===== src/rtl/tcgr_pkg.sv =====
// ----------------------------------------------------------------------------
// tcgr_pkg
// Shared types and constants of the triangle cell grid rasteriser:
// coordinate widths, register indexes and the controller/datapath interface.
// ----------------------------------------------------------------------------
package tcgr_pkg;

	// coordinates, quotients and edge-function operands, signed
	localparam int CW = 36;
	// products of two coordinates, signed Q42.32
	localparam int PW = 74;

	localparam logic [2:0] REG_EDGE   = 3'd0;
	localparam logic [2:0] REG_HEIGHT = 3'd1;
	localparam logic [2:0] REG_ORG_X  = 3'd2;
	localparam logic [2:0] REG_ORG_Y  = 3'd3;
	localparam logic [2:0] REG_GRID_W = 3'd4;
	localparam logic [2:0] REG_GRID_H = 3'd5;

	localparam logic [1:0] ORIENT_UP   = 2'd1;
	localparam logic [1:0] ORIENT_DOWN = 2'd2;

	// divider operand and result slot
	localparam logic [1:0] DSEL_XA = 2'd0;
	localparam logic [1:0] DSEL_XB = 2'd1;
	localparam logic [1:0] DSEL_YA = 2'd2;
	localparam logic [1:0] DSEL_YC = 2'd3;

	// edge being tested: start and end corner
	localparam logic [1:0] EDGE_BA = 2'd0;
	localparam logic [1:0] EDGE_CB = 2'd1;
	localparam logic [1:0] EDGE_AC = 2'd2;

	typedef enum logic [1:0] {
		MOP_PX,
		MOP_PY,
		MOP_E1,
		MOP_E2
	} mop_t;

	typedef struct packed {
		logic       capture;
		logic       div_go;
		logic [1:0] div_sel;
		logic       mul_go;
		mop_t       mul_op;
		logic [1:0] edge_sel;
		logic       cell_init;
		logic       jo;
		logic       ko;
		logic       push;
		logic       flush;
	} cmd_t;

	typedef struct packed {
		logic ok;
		logic div_done;
		logic mul_done;
		logic jspan;
		logic kspan;
		logic hit;
	} stat_t;

endpackage


===== src/rtl/triangle_cell_grid_rasterizer.sv =====
// ----------------------------------------------------------------------------
// triangle_cell_grid_rasterizer
// Scans the grid cells under one equilateral triangle and reports each
// covered cell with the triangle's payload.
// ----------------------------------------------------------------------------
// A triangle is taken when start is high and busy low; busy falls in the
// cycle in which the final result of the triangle is on the result ports.
// Per triangle the sequencer runs four bounding-box quotients from a
// one-bit-a-cycle divider, then two products for the first cell corner
// and six products for each scanned cell from a multiplier that takes a
// 9-bit digit a cycle, all products through the one shared multiplier. A triangle with
// an orientation other than up or down, or with a zero edge length, is
// dropped after the check with no scan and no result.
// Results appear for one cycle each on valid and must be taken then; the
// final covered cell of a triangle carries last, and a triangle with no
// covered cell gives nothing. Registers may be written only while busy is low.
module triangle_cell_grid_rasterizer #(
	parameter int MAX_COLS = 4096,
	parameter int MAX_ROWS = 4096
) (
	input  logic               clk,
	input  logic               arst_n,
	input  logic               start,
	output logic               busy,
	input  logic               cfg_valid,
	output logic               cfg_ready,
	input  logic [2:0]         cfg_index,
	input  logic [31:0]        cfg_data,
	input  logic signed [31:0] x_pos,
	input  logic signed [31:0] y_pos,
	input  logic [1:0]         orientation,
	input  logic [31:0]        euler_a,
	input  logic [31:0]        euler_b,
	input  logic [31:0]        euler_c,
	input  logic [31:0]        confidence,
	input  logic               quality_good,
	output logic               valid,
	output logic [23:0]        cell_index,
	output logic [11:0]        column,
	output logic [11:0]        row,
	output logic [31:0]        out_euler_a,
	output logic [31:0]        out_euler_b,
	output logic [31:0]        out_euler_c,
	output logic [31:0]        out_confidence,
	output logic               out_quality,
	output logic               last
);
	import tcgr_pkg::*;

	cmd_t  cmd;
	stat_t stat;

	assign cfg_ready = 1'b1;

	tcgr_ctrl u_ctrl (
		.clk    (clk),
		.arst_n (arst_n),
		.start  (start),
		.busy   (busy),
		.cmd    (cmd),
		.stat   (stat)
	);

	tcgr_dp #(
		.MAX_COLS (MAX_COLS),
		.MAX_ROWS (MAX_ROWS)
	) u_dp (
		.clk            (clk),
		.arst_n         (arst_n),
		.cmd            (cmd),
		.stat           (stat),
		.cfg_we         (cfg_valid && cfg_ready),
		.cfg_index      (cfg_index),
		.cfg_data       (cfg_data),
		.x_pos          (x_pos),
		.y_pos          (y_pos),
		.orientation    (orientation),
		.euler_a        (euler_a),
		.euler_b        (euler_b),
		.euler_c        (euler_c),
		.confidence     (confidence),
		.quality_good   (quality_good),
		.valid          (valid),
		.cell_index     (cell_index),
		.column         (column),
		.row            (row),
		.out_euler_a    (out_euler_a),
		.out_euler_b    (out_euler_b),
		.out_euler_c    (out_euler_c),
		.out_confidence (out_confidence),
		.out_quality    (out_quality),
		.last           (last)
	);

endmodule


===== src/rtl/tcgr_div.sv =====
// ----------------------------------------------------------------------------
// tcgr_div
// Restoring divider, one quotient bit a cycle, signed dividend by unsigned
// divisor, quotient truncated toward zero.
// ----------------------------------------------------------------------------
module tcgr_div (
	input  logic                          clk,
	input  logic                          arst_n,
	input  logic                          go,
	input  logic signed [tcgr_pkg::CW-1:0] num,
	input  logic [31:0]                   den,
	output logic                          done,
	output logic signed [tcgr_pkg::CW-1:0] quo
);
	import tcgr_pkg::*;

	localparam int NB = 34;

	logic          busy_q;
	logic          done_q;
	logic [5:0]    cnt_q;
	logic [NB-1:0] num_q;
	logic [NB-1:0] quo_q;
	logic [31:0]   rem_q;
	logic [31:0]   den_q;
	logic          neg_q;

	logic [CW-1:0] mag;
	logic [32:0]   trial;
	logic [32:0]   diff;
	logic          ge;

	assign mag   = num[CW-1] ? CW'(-num) : CW'(num);
	assign trial = {rem_q, num_q[NB-1]};
	assign diff  = trial - {1'b0, den_q};
	assign ge    = trial >= {1'b0, den_q};

	always_ff @(posedge clk or negedge arst_n) begin
		if (!arst_n) begin
			busy_q <= 1'b0;
			done_q <= 1'b0;
			cnt_q  <= '0;
		end else begin
			done_q <= 1'b0;
			if (go) begin
				busy_q <= 1'b1;
				cnt_q  <= 6'(NB);
			end else if (busy_q) begin
				cnt_q <= cnt_q - 6'd1;
				if (cnt_q == 6'd1) begin
					busy_q <= 1'b0;
					done_q <= 1'b1;
				end
			end
		end
	end

	always_ff @(posedge clk) begin
		if (go) begin
			num_q <= mag[NB-1:0];
			den_q <= den;
			neg_q <= num[CW-1];
			rem_q <= '0;
			quo_q <= '0;
		end else if (busy_q) begin
			rem_q <= ge ? diff[31:0] : trial[31:0];
			num_q <= {num_q[NB-2:0], 1'b0};
			quo_q <= {quo_q[NB-2:0], ge};
		end
	end

	assign done = done_q;
	assign quo  = neg_q ? -$signed({2'b00, quo_q}) : $signed({2'b00, quo_q});

endmodule


===== src/rtl/tcgr_mul.sv =====
// ----------------------------------------------------------------------------
// tcgr_mul
// Signed multiplier over magnitudes, one 9-bit digit of the second operand
// a cycle, most significant digit first.
// ----------------------------------------------------------------------------
module tcgr_mul (
	input  logic                          clk,
	input  logic                          arst_n,
	input  logic                          go,
	input  logic signed [tcgr_pkg::CW-1:0] a,
	input  logic signed [tcgr_pkg::CW-1:0] b,
	output logic                          done,
	output logic signed [tcgr_pkg::PW-1:0] p
);
	import tcgr_pkg::*;

	localparam int DG = 9;
	localparam int ND = CW / DG;
	localparam int AW = 2 * CW;

	logic          busy_q;
	logic          done_q;
	logic [2:0]    cnt_q;
	logic [CW-1:0] am_q;
	logic [CW-1:0] bm_q;
	logic [AW-1:0] acc_q;
	logic          neg_q;

	logic [CW-1:0]    am;
	logic [CW-1:0]    bm;
	logic [CW+DG-1:0] part;

	assign am   = a[CW-1] ? CW'(-a) : CW'(a);
	assign bm   = b[CW-1] ? CW'(-b) : CW'(b);
	assign part = am_q * bm_q[CW-1 -: DG];

	always_ff @(posedge clk or negedge arst_n) begin
		if (!arst_n) begin
			busy_q <= 1'b0;
			done_q <= 1'b0;
			cnt_q  <= '0;
		end else begin
			done_q <= 1'b0;
			if (go) begin
				busy_q <= 1'b1;
				cnt_q  <= 3'(ND);
			end else if (busy_q) begin
				cnt_q <= cnt_q - 3'd1;
				if (cnt_q == 3'd1) begin
					busy_q <= 1'b0;
					done_q <= 1'b1;
				end
			end
		end
	end

	always_ff @(posedge clk) begin
		if (go) begin
			am_q  <= am;
			bm_q  <= bm;
			neg_q <= a[CW-1] ^ b[CW-1];
			acc_q <= '0;
		end else if (busy_q) begin
			acc_q <= {acc_q[AW-DG-1:0], {DG{1'b0}}} + AW'(part);
			bm_q  <= {bm_q[CW-DG-1:0], {DG{1'b0}}};
		end
	end

	assign done = done_q;
	assign p    = neg_q ? -$signed({2'b00, acc_q}) : $signed({2'b00, acc_q});

endmodule


===== src/rtl/tcgr_dp.sv =====
// ----------------------------------------------------------------------------
// tcgr_dp
// Datapath: configuration registers, triangle corners, divider and
// multiplier, edge-function signs, grid bounds and the result registers.
// ----------------------------------------------------------------------------
module tcgr_dp #(
	parameter int MAX_COLS = 4096,
	parameter int MAX_ROWS = 4096
) (
	input  logic                clk,
	input  logic                arst_n,
	input  tcgr_pkg::cmd_t      cmd,
	output tcgr_pkg::stat_t     stat,
	input  logic                cfg_we,
	input  logic [2:0]          cfg_index,
	input  logic [31:0]         cfg_data,
	input  logic signed [31:0]  x_pos,
	input  logic signed [31:0]  y_pos,
	input  logic [1:0]          orientation,
	input  logic [31:0]         euler_a,
	input  logic [31:0]         euler_b,
	input  logic [31:0]         euler_c,
	input  logic [31:0]         confidence,
	input  logic                quality_good,
	output logic                valid,
	output logic [23:0]         cell_index,
	output logic [11:0]         column,
	output logic [11:0]         row,
	output logic [31:0]         out_euler_a,
	output logic [31:0]         out_euler_b,
	output logic [31:0]         out_euler_c,
	output logic [31:0]         out_confidence,
	output logic                out_quality,
	output logic                last
);
	import tcgr_pkg::*;

	logic [31:0] len_q, hgt_q, ox_q, oy_q;
	logic [12:0] gw_q, gh_q;

	logic signed [CW-1:0] ax_q, ay_q, bx_q, by_q, cx_q, cy_q;
	logic signed [CW-1:0] j0_q, j1_q, k0_q, k1_q;
	logic signed [CW-1:0] px0_q, py0_q, px_q, py_q, col_q, row_q;
	logic signed [PW-1:0] p1_q;
	logic                 ok_q, pos_q, neg_q;
	logic [31:0]          ea_q, eb_q, ec_q, conf_q;
	logic                 qual_q;

	logic        pend_v_q;
	logic [23:0] pend_idx_q;
	logic [11:0] pend_col_q, pend_row_q;

	logic                 valid_q, last_q;
	logic [23:0]          idx_q;
	logic [11:0]          col_out_q, row_out_q;

	logic signed [CW-1:0] len36, hgt36, half36, xa, y0;
	logic signed [CW-1:0] div_num, div_quo;
	logic                 div_done;
	logic signed [CW-1:0] mul_a, mul_b;
	logic signed [CW-1:0] ux, uy, vx, vy;
	logic signed [PW-1:0] mul_p, d, nd;
	logic                 mul_done;
	logic                 in_grid;
	logic [23:0]          new_idx;

	assign len36  = $signed({4'b0, len_q});
	assign hgt36  = $signed({4'b0, hgt_q});
	assign half36 = $signed({5'b0, len_q[31:1]});
	assign xa     = $signed({{4{x_pos[31]}}, x_pos}) - $signed({{4{ox_q[31]}}, ox_q});
	assign y0     = $signed({{4{y_pos[31]}}, y_pos}) - $signed({{4{oy_q[31]}}, oy_q});

	always_ff @(posedge clk or negedge arst_n) begin
		if (!arst_n) begin
			len_q <= 32'd65536;
			hgt_q <= 32'd56756;
			ox_q  <= '0;
			oy_q  <= '0;
			gw_q  <= 13'd256;
			gh_q  <= 13'd256;
		end else if (cfg_we) begin
			unique case (cfg_index)
				REG_EDGE:   len_q <= cfg_data;
				REG_HEIGHT: hgt_q <= cfg_data;
				REG_ORG_X:  ox_q  <= cfg_data;
				REG_ORG_Y:  oy_q  <= cfg_data;
				REG_GRID_W: gw_q  <= cfg_data[12:0];
				REG_GRID_H: gh_q  <= cfg_data[12:0];
				default: begin
				end
			endcase
		end
	end

	// corners and payload
	always_ff @(posedge clk) begin
		if (cmd.capture) begin
			ax_q <= xa;
			bx_q <= xa + len36;
			cx_q <= xa + half36;
			if (orientation == ORIENT_UP) begin
				ay_q <= y0;
				by_q <= y0;
				cy_q <= y0 + hgt36;
			end else begin
				ay_q <= y0 - hgt36;
				by_q <= y0;
				cy_q <= y0;
			end
			ea_q   <= euler_a;
			eb_q   <= euler_b;
			ec_q   <= euler_c;
			conf_q <= confidence;
			qual_q <= quality_good;
		end
	end

	always_ff @(posedge clk or negedge arst_n) begin
		if (!arst_n) begin
			ok_q <= 1'b0;
		end else if (cmd.capture) begin
			ok_q <= (orientation == ORIENT_UP || orientation == ORIENT_DOWN) && len_q != '0;
		end
	end

	always_comb begin
		unique case (cmd.div_sel)
			DSEL_XA: div_num = ax_q;
			DSEL_XB: div_num = bx_q;
			DSEL_YA: div_num = ay_q;
			default: div_num = cy_q;
		endcase
	end

	tcgr_div u_div (
		.clk    (clk),
		.arst_n (arst_n),
		.go     (cmd.div_go),
		.num    (div_num),
		.den    (len_q),
		.done   (div_done),
		.quo    (div_quo)
	);

	always_ff @(posedge clk) begin
		if (div_done) begin
			unique case (cmd.div_sel)
				DSEL_XA: j0_q <= div_quo;
				DSEL_XB: j1_q <= div_quo;
				DSEL_YA: k0_q <= div_quo;
				default: k1_q <= div_quo;
			endcase
		end
	end

	// edge from u to v
	always_comb begin
		unique case (cmd.edge_sel)
			EDGE_BA: begin
				ux = bx_q; uy = by_q; vx = ax_q; vy = ay_q;
			end
			EDGE_CB: begin
				ux = cx_q; uy = cy_q; vx = bx_q; vy = by_q;
			end
			default: begin
				ux = ax_q; uy = ay_q; vx = cx_q; vy = cy_q;
			end
		endcase
	end

	always_comb begin
		unique case (cmd.mul_op)
			MOP_PX: begin
				mul_a = j0_q; mul_b = len36;
			end
			MOP_PY: begin
				mul_a = k0_q; mul_b = len36;
			end
			MOP_E1: begin
				mul_a = px_q - ux; mul_b = vy - uy;
			end
			default: begin
				mul_a = vx - ux; mul_b = py_q - uy;
			end
		endcase
	end

	tcgr_mul u_mul (
		.clk    (clk),
		.arst_n (arst_n),
		.go     (cmd.mul_go),
		.a      (mul_a),
		.b      (mul_b),
		.done   (mul_done),
		.p      (mul_p)
	);

	assign d  = p1_q - mul_p;
	assign nd = -d;

	always_ff @(posedge clk) begin
		if (mul_done) begin
			unique case (cmd.mul_op)
				MOP_PX: px0_q <= mul_p[CW-1:0];
				MOP_PY: py0_q <= mul_p[CW-1:0];
				MOP_E1: p1_q  <= mul_p;
				default: begin
					// sign after truncation toward zero to whole units
					if (!d[PW-1] && (|d[PW-1:32]))
						pos_q <= 1'b1;
					if (d[PW-1] && (|nd[PW-1:32]))
						neg_q <= 1'b1;
				end
			endcase
		end
		if (cmd.cell_init) begin
			px_q  <= px0_q + (cmd.jo ? len36 : '0);
			py_q  <= py0_q + (cmd.ko ? len36 : '0);
			col_q <= j0_q + CW'(cmd.jo);
			row_q <= k0_q + CW'(cmd.ko);
			pos_q <= 1'b0;
			neg_q <= 1'b0;
		end
	end

	assign in_grid = !col_q[CW-1] && !row_q[CW-1]
		&& ($unsigned(col_q) < CW'(gw_q)) && ($unsigned(col_q) < CW'(MAX_COLS))
		&& ($unsigned(row_q) < CW'(gh_q)) && ($unsigned(row_q) < CW'(MAX_ROWS));

	assign new_idx = 24'(row_q[23:0] * gw_q) + col_q[23:0];

	// one covered cell is held back so that the final one can carry last
	always_ff @(posedge clk or negedge arst_n) begin
		if (!arst_n) begin
			pend_v_q <= 1'b0;
			valid_q  <= 1'b0;
		end else begin
			valid_q <= 1'b0;
			if (cmd.push) begin
				valid_q  <= pend_v_q;
				pend_v_q <= 1'b1;
			end else if (cmd.flush) begin
				valid_q  <= pend_v_q;
				pend_v_q <= 1'b0;
			end
		end
	end

	always_ff @(posedge clk) begin
		if (cmd.push || cmd.flush) begin
			idx_q     <= pend_idx_q;
			col_out_q <= pend_col_q;
			row_out_q <= pend_row_q;
			last_q    <= cmd.flush;
		end
		if (cmd.push) begin
			pend_idx_q <= new_idx;
			pend_col_q <= col_q[11:0];
			pend_row_q <= row_q[11:0];
		end
	end

	assign stat.ok       = ok_q;
	assign stat.div_done = div_done;
	assign stat.mul_done = mul_done;
	assign stat.jspan    = j1_q != j0_q;
	assign stat.kspan    = k1_q != k0_q;
	assign stat.hit      = !(pos_q && neg_q) && in_grid;

	assign valid          = valid_q;
	assign cell_index     = idx_q;
	assign column         = col_out_q;
	assign row            = row_out_q;
	assign out_euler_a    = ea_q;
	assign out_euler_b    = eb_q;
	assign out_euler_c    = ec_q;
	assign out_confidence = conf_q;
	assign out_quality    = qual_q;
	assign last           = last_q;

endmodule


===== src/rtl/tcgr_ctrl.sv =====
// ----------------------------------------------------------------------------
// tcgr_ctrl
// Sequencer: four divisions for the bounding box, two products for the
// first cell corner, then the edge functions of each cell, for up to four cells.
// ----------------------------------------------------------------------------
module tcgr_ctrl (
	input  logic            clk,
	input  logic            arst_n,
	input  logic            start,
	output logic            busy,
	output tcgr_pkg::cmd_t  cmd,
	input  tcgr_pkg::stat_t stat
);
	import tcgr_pkg::*;

	typedef enum logic [3:0] {
		S_IDLE,
		S_CHECK,
		S_DIV_GO,
		S_DIV_WAIT,
		S_PX_GO,
		S_PX_WAIT,
		S_PY_GO,
		S_PY_WAIT,
		S_CELL,
		S_E1_GO,
		S_E1_WAIT,
		S_E2_GO,
		S_E2_WAIT,
		S_JUDGE,
		S_FLUSH
	} state_t;

	state_t     state_q;
	logic [1:0] dsel_q;
	logic [1:0] edge_q;
	logic       jo_q;
	logic       ko_q;

	always_ff @(posedge clk or negedge arst_n) begin
		if (!arst_n) begin
			state_q <= S_IDLE;
			dsel_q  <= DSEL_XA;
			edge_q  <= EDGE_BA;
			jo_q    <= 1'b0;
			ko_q    <= 1'b0;
		end else begin
			unique case (state_q)
				S_IDLE: begin
					if (start)
						state_q <= S_CHECK;
				end
				S_CHECK: begin
					dsel_q  <= DSEL_XA;
					state_q <= stat.ok ? S_DIV_GO : S_IDLE;
				end
				S_DIV_GO: state_q <= S_DIV_WAIT;
				S_DIV_WAIT: begin
					if (stat.div_done) begin
						if (dsel_q == DSEL_YC) begin
							state_q <= S_PX_GO;
						end else begin
							dsel_q  <= dsel_q + 2'd1;
							state_q <= S_DIV_GO;
						end
					end
				end
				S_PX_GO: begin
					jo_q    <= 1'b0;
					ko_q    <= 1'b0;
					state_q <= S_PX_WAIT;
				end
				S_PX_WAIT: begin
					if (stat.mul_done)
						state_q <= S_PY_GO;
				end
				S_PY_GO: state_q <= S_PY_WAIT;
				S_PY_WAIT: begin
					if (stat.mul_done)
						state_q <= S_CELL;
				end
				S_CELL: begin
					edge_q  <= EDGE_BA;
					state_q <= S_E1_GO;
				end
				S_E1_GO: state_q <= S_E1_WAIT;
				S_E1_WAIT: begin
					if (stat.mul_done)
						state_q <= S_E2_GO;
				end
				S_E2_GO: state_q <= S_E2_WAIT;
				S_E2_WAIT: begin
					if (stat.mul_done) begin
						if (edge_q == EDGE_AC) begin
							state_q <= S_JUDGE;
						end else begin
							edge_q  <= edge_q + 2'd1;
							state_q <= S_E1_GO;
						end
					end
				end
				S_JUDGE: begin
					// rows inner, columns outer
					priority if (!ko_q && stat.kspan) begin
						ko_q    <= 1'b1;
						state_q <= S_CELL;
					end else if (!jo_q && stat.jspan) begin
						jo_q    <= 1'b1;
						ko_q    <= 1'b0;
						state_q <= S_CELL;
					end else begin
						state_q <= S_FLUSH;
					end
				end
				S_FLUSH: state_q <= S_IDLE;
				default: state_q <= S_IDLE;
			endcase
		end
	end

	always_comb begin
		cmd           = '0;
		cmd.capture   = (state_q == S_IDLE) && start;
		cmd.div_sel   = dsel_q;
		cmd.div_go    = state_q == S_DIV_GO;
		cmd.edge_sel  = edge_q;
		cmd.jo        = jo_q;
		cmd.ko        = ko_q;
		cmd.cell_init = state_q == S_CELL;
		cmd.push      = (state_q == S_JUDGE) && stat.hit;
		cmd.flush     = state_q == S_FLUSH;
		unique case (state_q)
			S_PX_GO, S_PX_WAIT: cmd.mul_op = MOP_PX;
			S_PY_GO, S_PY_WAIT: cmd.mul_op = MOP_PY;
			S_E1_GO, S_E1_WAIT: cmd.mul_op = MOP_E1;
			default:            cmd.mul_op = MOP_E2;
		endcase
		cmd.mul_go = state_q == S_PX_GO || state_q == S_PY_GO
			|| state_q == S_E1_GO || state_q == S_E2_GO;
	end

	assign busy = state_q != S_IDLE;

endmodule

===== config.mk =====
export PLATFORM = sky130hd
export DESIGN_NAME = triangle_cell_grid_rasterizer
export DESIGN_NICKNAME = d
export VERILOG_FILES = /design/src/rtl/tcgr_pkg.sv /design/src/rtl/triangle_cell_grid_rasterizer.sv /design/src/rtl/tcgr_div.sv /design/src/rtl/tcgr_mul.sv /design/src/rtl/tcgr_dp.sv /design/src/rtl/tcgr_ctrl.sv
export SDC_FILE = /design/constraint.sdc
export NUM_CORES = 2
export LEC_CHECK = 0
export BUFFER_PORTS_ARGS = -buffer_cell sky130_fd_sc_hd__buf_4
export CAP_MARGIN = 30
export CELL_PAD_IN_SITES_DETAIL_PLACEMENT = 1
export CELL_PAD_IN_SITES_GLOBAL_PLACEMENT = 1
export CORE_MARGIN = 2
export CORE_UTILIZATION = 35
export DETAILED_ROUTE_END_ITERATION = 10
export GPL_TIMING_DRIVEN = 0
export PLACE_DENSITY_LB_ADDON = 0.1
export SYNTH_ARGS = -nofsm -noshare
export SYNTH_HDL_FRONTEND = slang
export SYNTH_SLANG_ARGS = --single-unit

===== constraint.sdc =====
create_clock -name clk -period 25.4 [get_ports clk]
set_clock_uncertainty 0.1 [all_clocks]
set_input_delay 5.08 -clock clk [delete_from_list [all_inputs] [get_ports clk]]
set_output_delay 5.08 -clock clk [all_outputs]
set_load 0.005 [all_outputs]

==> impl_metrics.ini <==
[global_route]
grt_pass1_wl_mm = 529
first_global_vias = 79122
grt_start_max_net_pins = 89
antenna_found_initial = 35
grt_usage = 0.256
grt_overflow = 0

[clock_tree]
cts.path.max_buffers = 4
cts_tree = done
clock_latency_ps = 880
cts_resized = 0
htreeDepth = 4
clk_pin_slew_ps = 60
postCtsHoldBufs = 0
cts.sink_count = 1330
cts_setup_buffers = 0
root_buffer = clkbuf_16
numCtsBuffers = 168

[finish]
seq_area_mm2 = 0.0377
fillers = 30325
area_growth_pct = 15.5
final_util = 0.406
layout-drive-gt1-share = 0.0929
stdcell_area_mm2 = 0.110
multiInputGateArea_mm2 = 0.0530
fin_nets = 11530

[floorplanning]
rows = 191
dieArea_mm2 = 0.276
die_h_um = 525
core-area_mm2 = 0.271
initial_utilization = 0.352
ios = 415
die_w_um = 525

[power]
ir_drop_uv = 50.5
leakagePower_nw = 47.6
powerDensity_mw_per_mm2 = 61.2
power_mw = 6.72

[outcome]
run_status = finished clean

[placement]
gp_congestion = 0.935
io_buffers = 412
place_hpwl_mm = 293
dpl_cell_area_mm2 = 0.104

[timing]
relSlewSlack = 0.229
fin_setup_tns_ps = 0
fin_crit_ps = 11330
tightest_slew_ps = 1150
fin_crit_sh = 0.446
rsz0062_at_grt = false
drv_slew = 0
setup_viol = 0
hold_violations = 0
holdWs_ps = 316
fmax_mhz = 88.3

[synth]
syn-cell-area_mm2 = 0.0952
postSynthAreaPerCell_um2 = 9.97
yosysMostFrequentCell = edfxtp_1
yosysTopAreaCellShare = 0.319
synth_common_cells = edfxtp_1, nand2_1, inv_1
synth_edf_count = 1010
synth.net_count = 10857
yosysSeqAreaShare = 0.396
synth-seq-cells = 1330
ys.flop_type = edfxtp_1
synth_cell_type_count = 108
yosys-top-cells-area = edfxtp_1, fa_1, ha_1
async_reset_ff_frac = 0.135
synthCells = 9545
synth_area_leader_cell = edfxtp_1
synth.yosys.warnings = 0

[setup_path]
path_max_fanout = 4
cp.buffers_inverters = 3
critPathLaunchType = input port
crit_path_end_kind = flop
crit_slowest_cell = a21oi_1
critPathMostFrequentCell = a21oi_1
crit_family = compound AO/OA/AOI/OAI gates
crit_required_ps = 25820
path_class = input port to flop
max_stage_delay_ps = 460
arrival_ps = 11750

[route]
ant_nets = 0
drt_iter0_markers = 5658
dr.pass1.iters = 9
vias_per_cell = 5.47
wl_per_cell_um = 25.8
drt_wl_total_mm = 360
route.detailed.drc = 0
vias = 76181

[min_path]
hold_class = flop to flop

[run]
cap_violations = 0
## metal layers
metal	up-vias	global-route usage	wire, um
li1	34783	-	-
met1	39112	0.347	160000
met2	1846	0.420	168000
met3	440	0.0360	19500
met4	0	0.0806	12400
met5	-	0.00658	0
## cells in the final DEF, fill, tap and decap left out, types with 40 or more instances in the layout
cell type and instances:
a211oi_1 72, a21o_1 138, a21oi_1 616, a22o_1 94, a22oi_1 40, a31oi_1 84, and2_1 288, and3_1 105
buf_1 53, buf_4 436, clkbuf_1 370, clkbuf_16 174, dfrtp_1 167, dfxtp_1 140, edfxtp_1 1010, fa_1 475
ha_1 603, inv_1 808, mux2_2 91, mux2i_1 124, nand2_1 974, nand2b_1 74, nand3_1 155, nand4_1 63
nor2_1 674, nor2b_1 72, nor3_1 154, nor4_1 70, o21a_1 67, o21ai_0 532, o21bai_1 76, o31ai_1 60
or3_1 66, xnor2_1 513, xor2_1 284
## cell type report
type | instances | area share
well taps | 3570 | 0.0406
multi-input cells | 7005 | 0.483
clock buffers | 214 | 0.0421
diodes | 15 | 0.000342
plain buffers | 399 | 0.0137
inverters | 811 | 0.0277
flip-flops and latches | 1330 | 0.343
clock inverters | 91 | 0.00969
repair buffers | 503 | 0.0407
## path summary, 6_finish.rpt
path                                      from                    to  slack, ps  depth (start not counted)
setup / recovery                      x_pos[0]         u_dp.cx_q[32]      14070                         29
hold / removal              u_dp.pend_idx_q[9]    u_dp.cell_index[9]        320                          0
setup reg to reg           u_dp.u_mul.bm_q[29]  u_dp.u_mul.acc_q[49]      14960                         32
hold reg to reg             u_dp.pend_idx_q[9]    u_dp.cell_index[9]        320                          0
max in group asynchronous               arst_n         u_dp.gw_q[12]      19860                          3
min in group asynchronous               arst_n   u_dp.u_mul.cnt_q[0]       3990                          1
## sequential cells by signal (all words and copies together), names as in the netlist, 33 cells and up
name	flops
u_dp.py_q	36
u_dp.px0_q	36
u_dp.cy_q	36
u_dp.j1_q	36
u_dp.p1_q	74
u_dp.bx_q	36
u_dp.col_q	36
u_dp.cx_q	36
u_dp.by_q	33
u_dp.u_mul.am_q	36
u_dp.ay_q	36
u_dp.row_q	36
u_dp.px_q	36
u_dp.j0_q	36
u_dp.u_mul.bm_q	36
u_dp.py0_q	36
u_dp.u_mul.acc_q	72
u_dp.k0_q	36
u_dp.k1_q	36
u_dp.u_div.quo_q	34
u_dp.ax_q	33
u_dp.u_div.num_q	34
## logic make-up (layout without fill, tap and decap cells)
| group | count (synthesis) | in the layout | share of synthesized area |
|---|---|---|---|
| other | 1 | 16 | 0.0000394 |
| AOI/OAI and AO/OA | 2085 | 2085 | 0.140 |
| muxes | 215 | 215 | 0.0238 |
| DFF | 1330 | 1330 | 0.396 |
| buffers and inverters | 1210 | 2018 | 0.0478 |
| and+or+nand+nor | 2828 | 2828 | 0.140 |
| adders and majority gates | 1079 | 1079 | 0.179 |
| xor gates and xnor gates | 797 | 797 | 0.0733 |
## power breakdown
part           switching (mW)  internal (mW)  total (mW)
sequential             0.0929           2.47        2.56
combinational           0.989          0.648        1.64
clock                    1.03           1.50        2.52
total                    2.11           4.61        6.72
## stage by stage
| stage | std cells | setup slack, ps |
|---|---|---|
| finish | 13938 | 14070 |
| global route | 13932 | 13540 |
| CTS | 13911 | 14160 |
| detailed placement | 13606 | 13290 |
| global placement | 13527 | 4770 |
| floorplan | 9545 | 11240 |
Note: power is estimated with default switching activity, not from simulation.
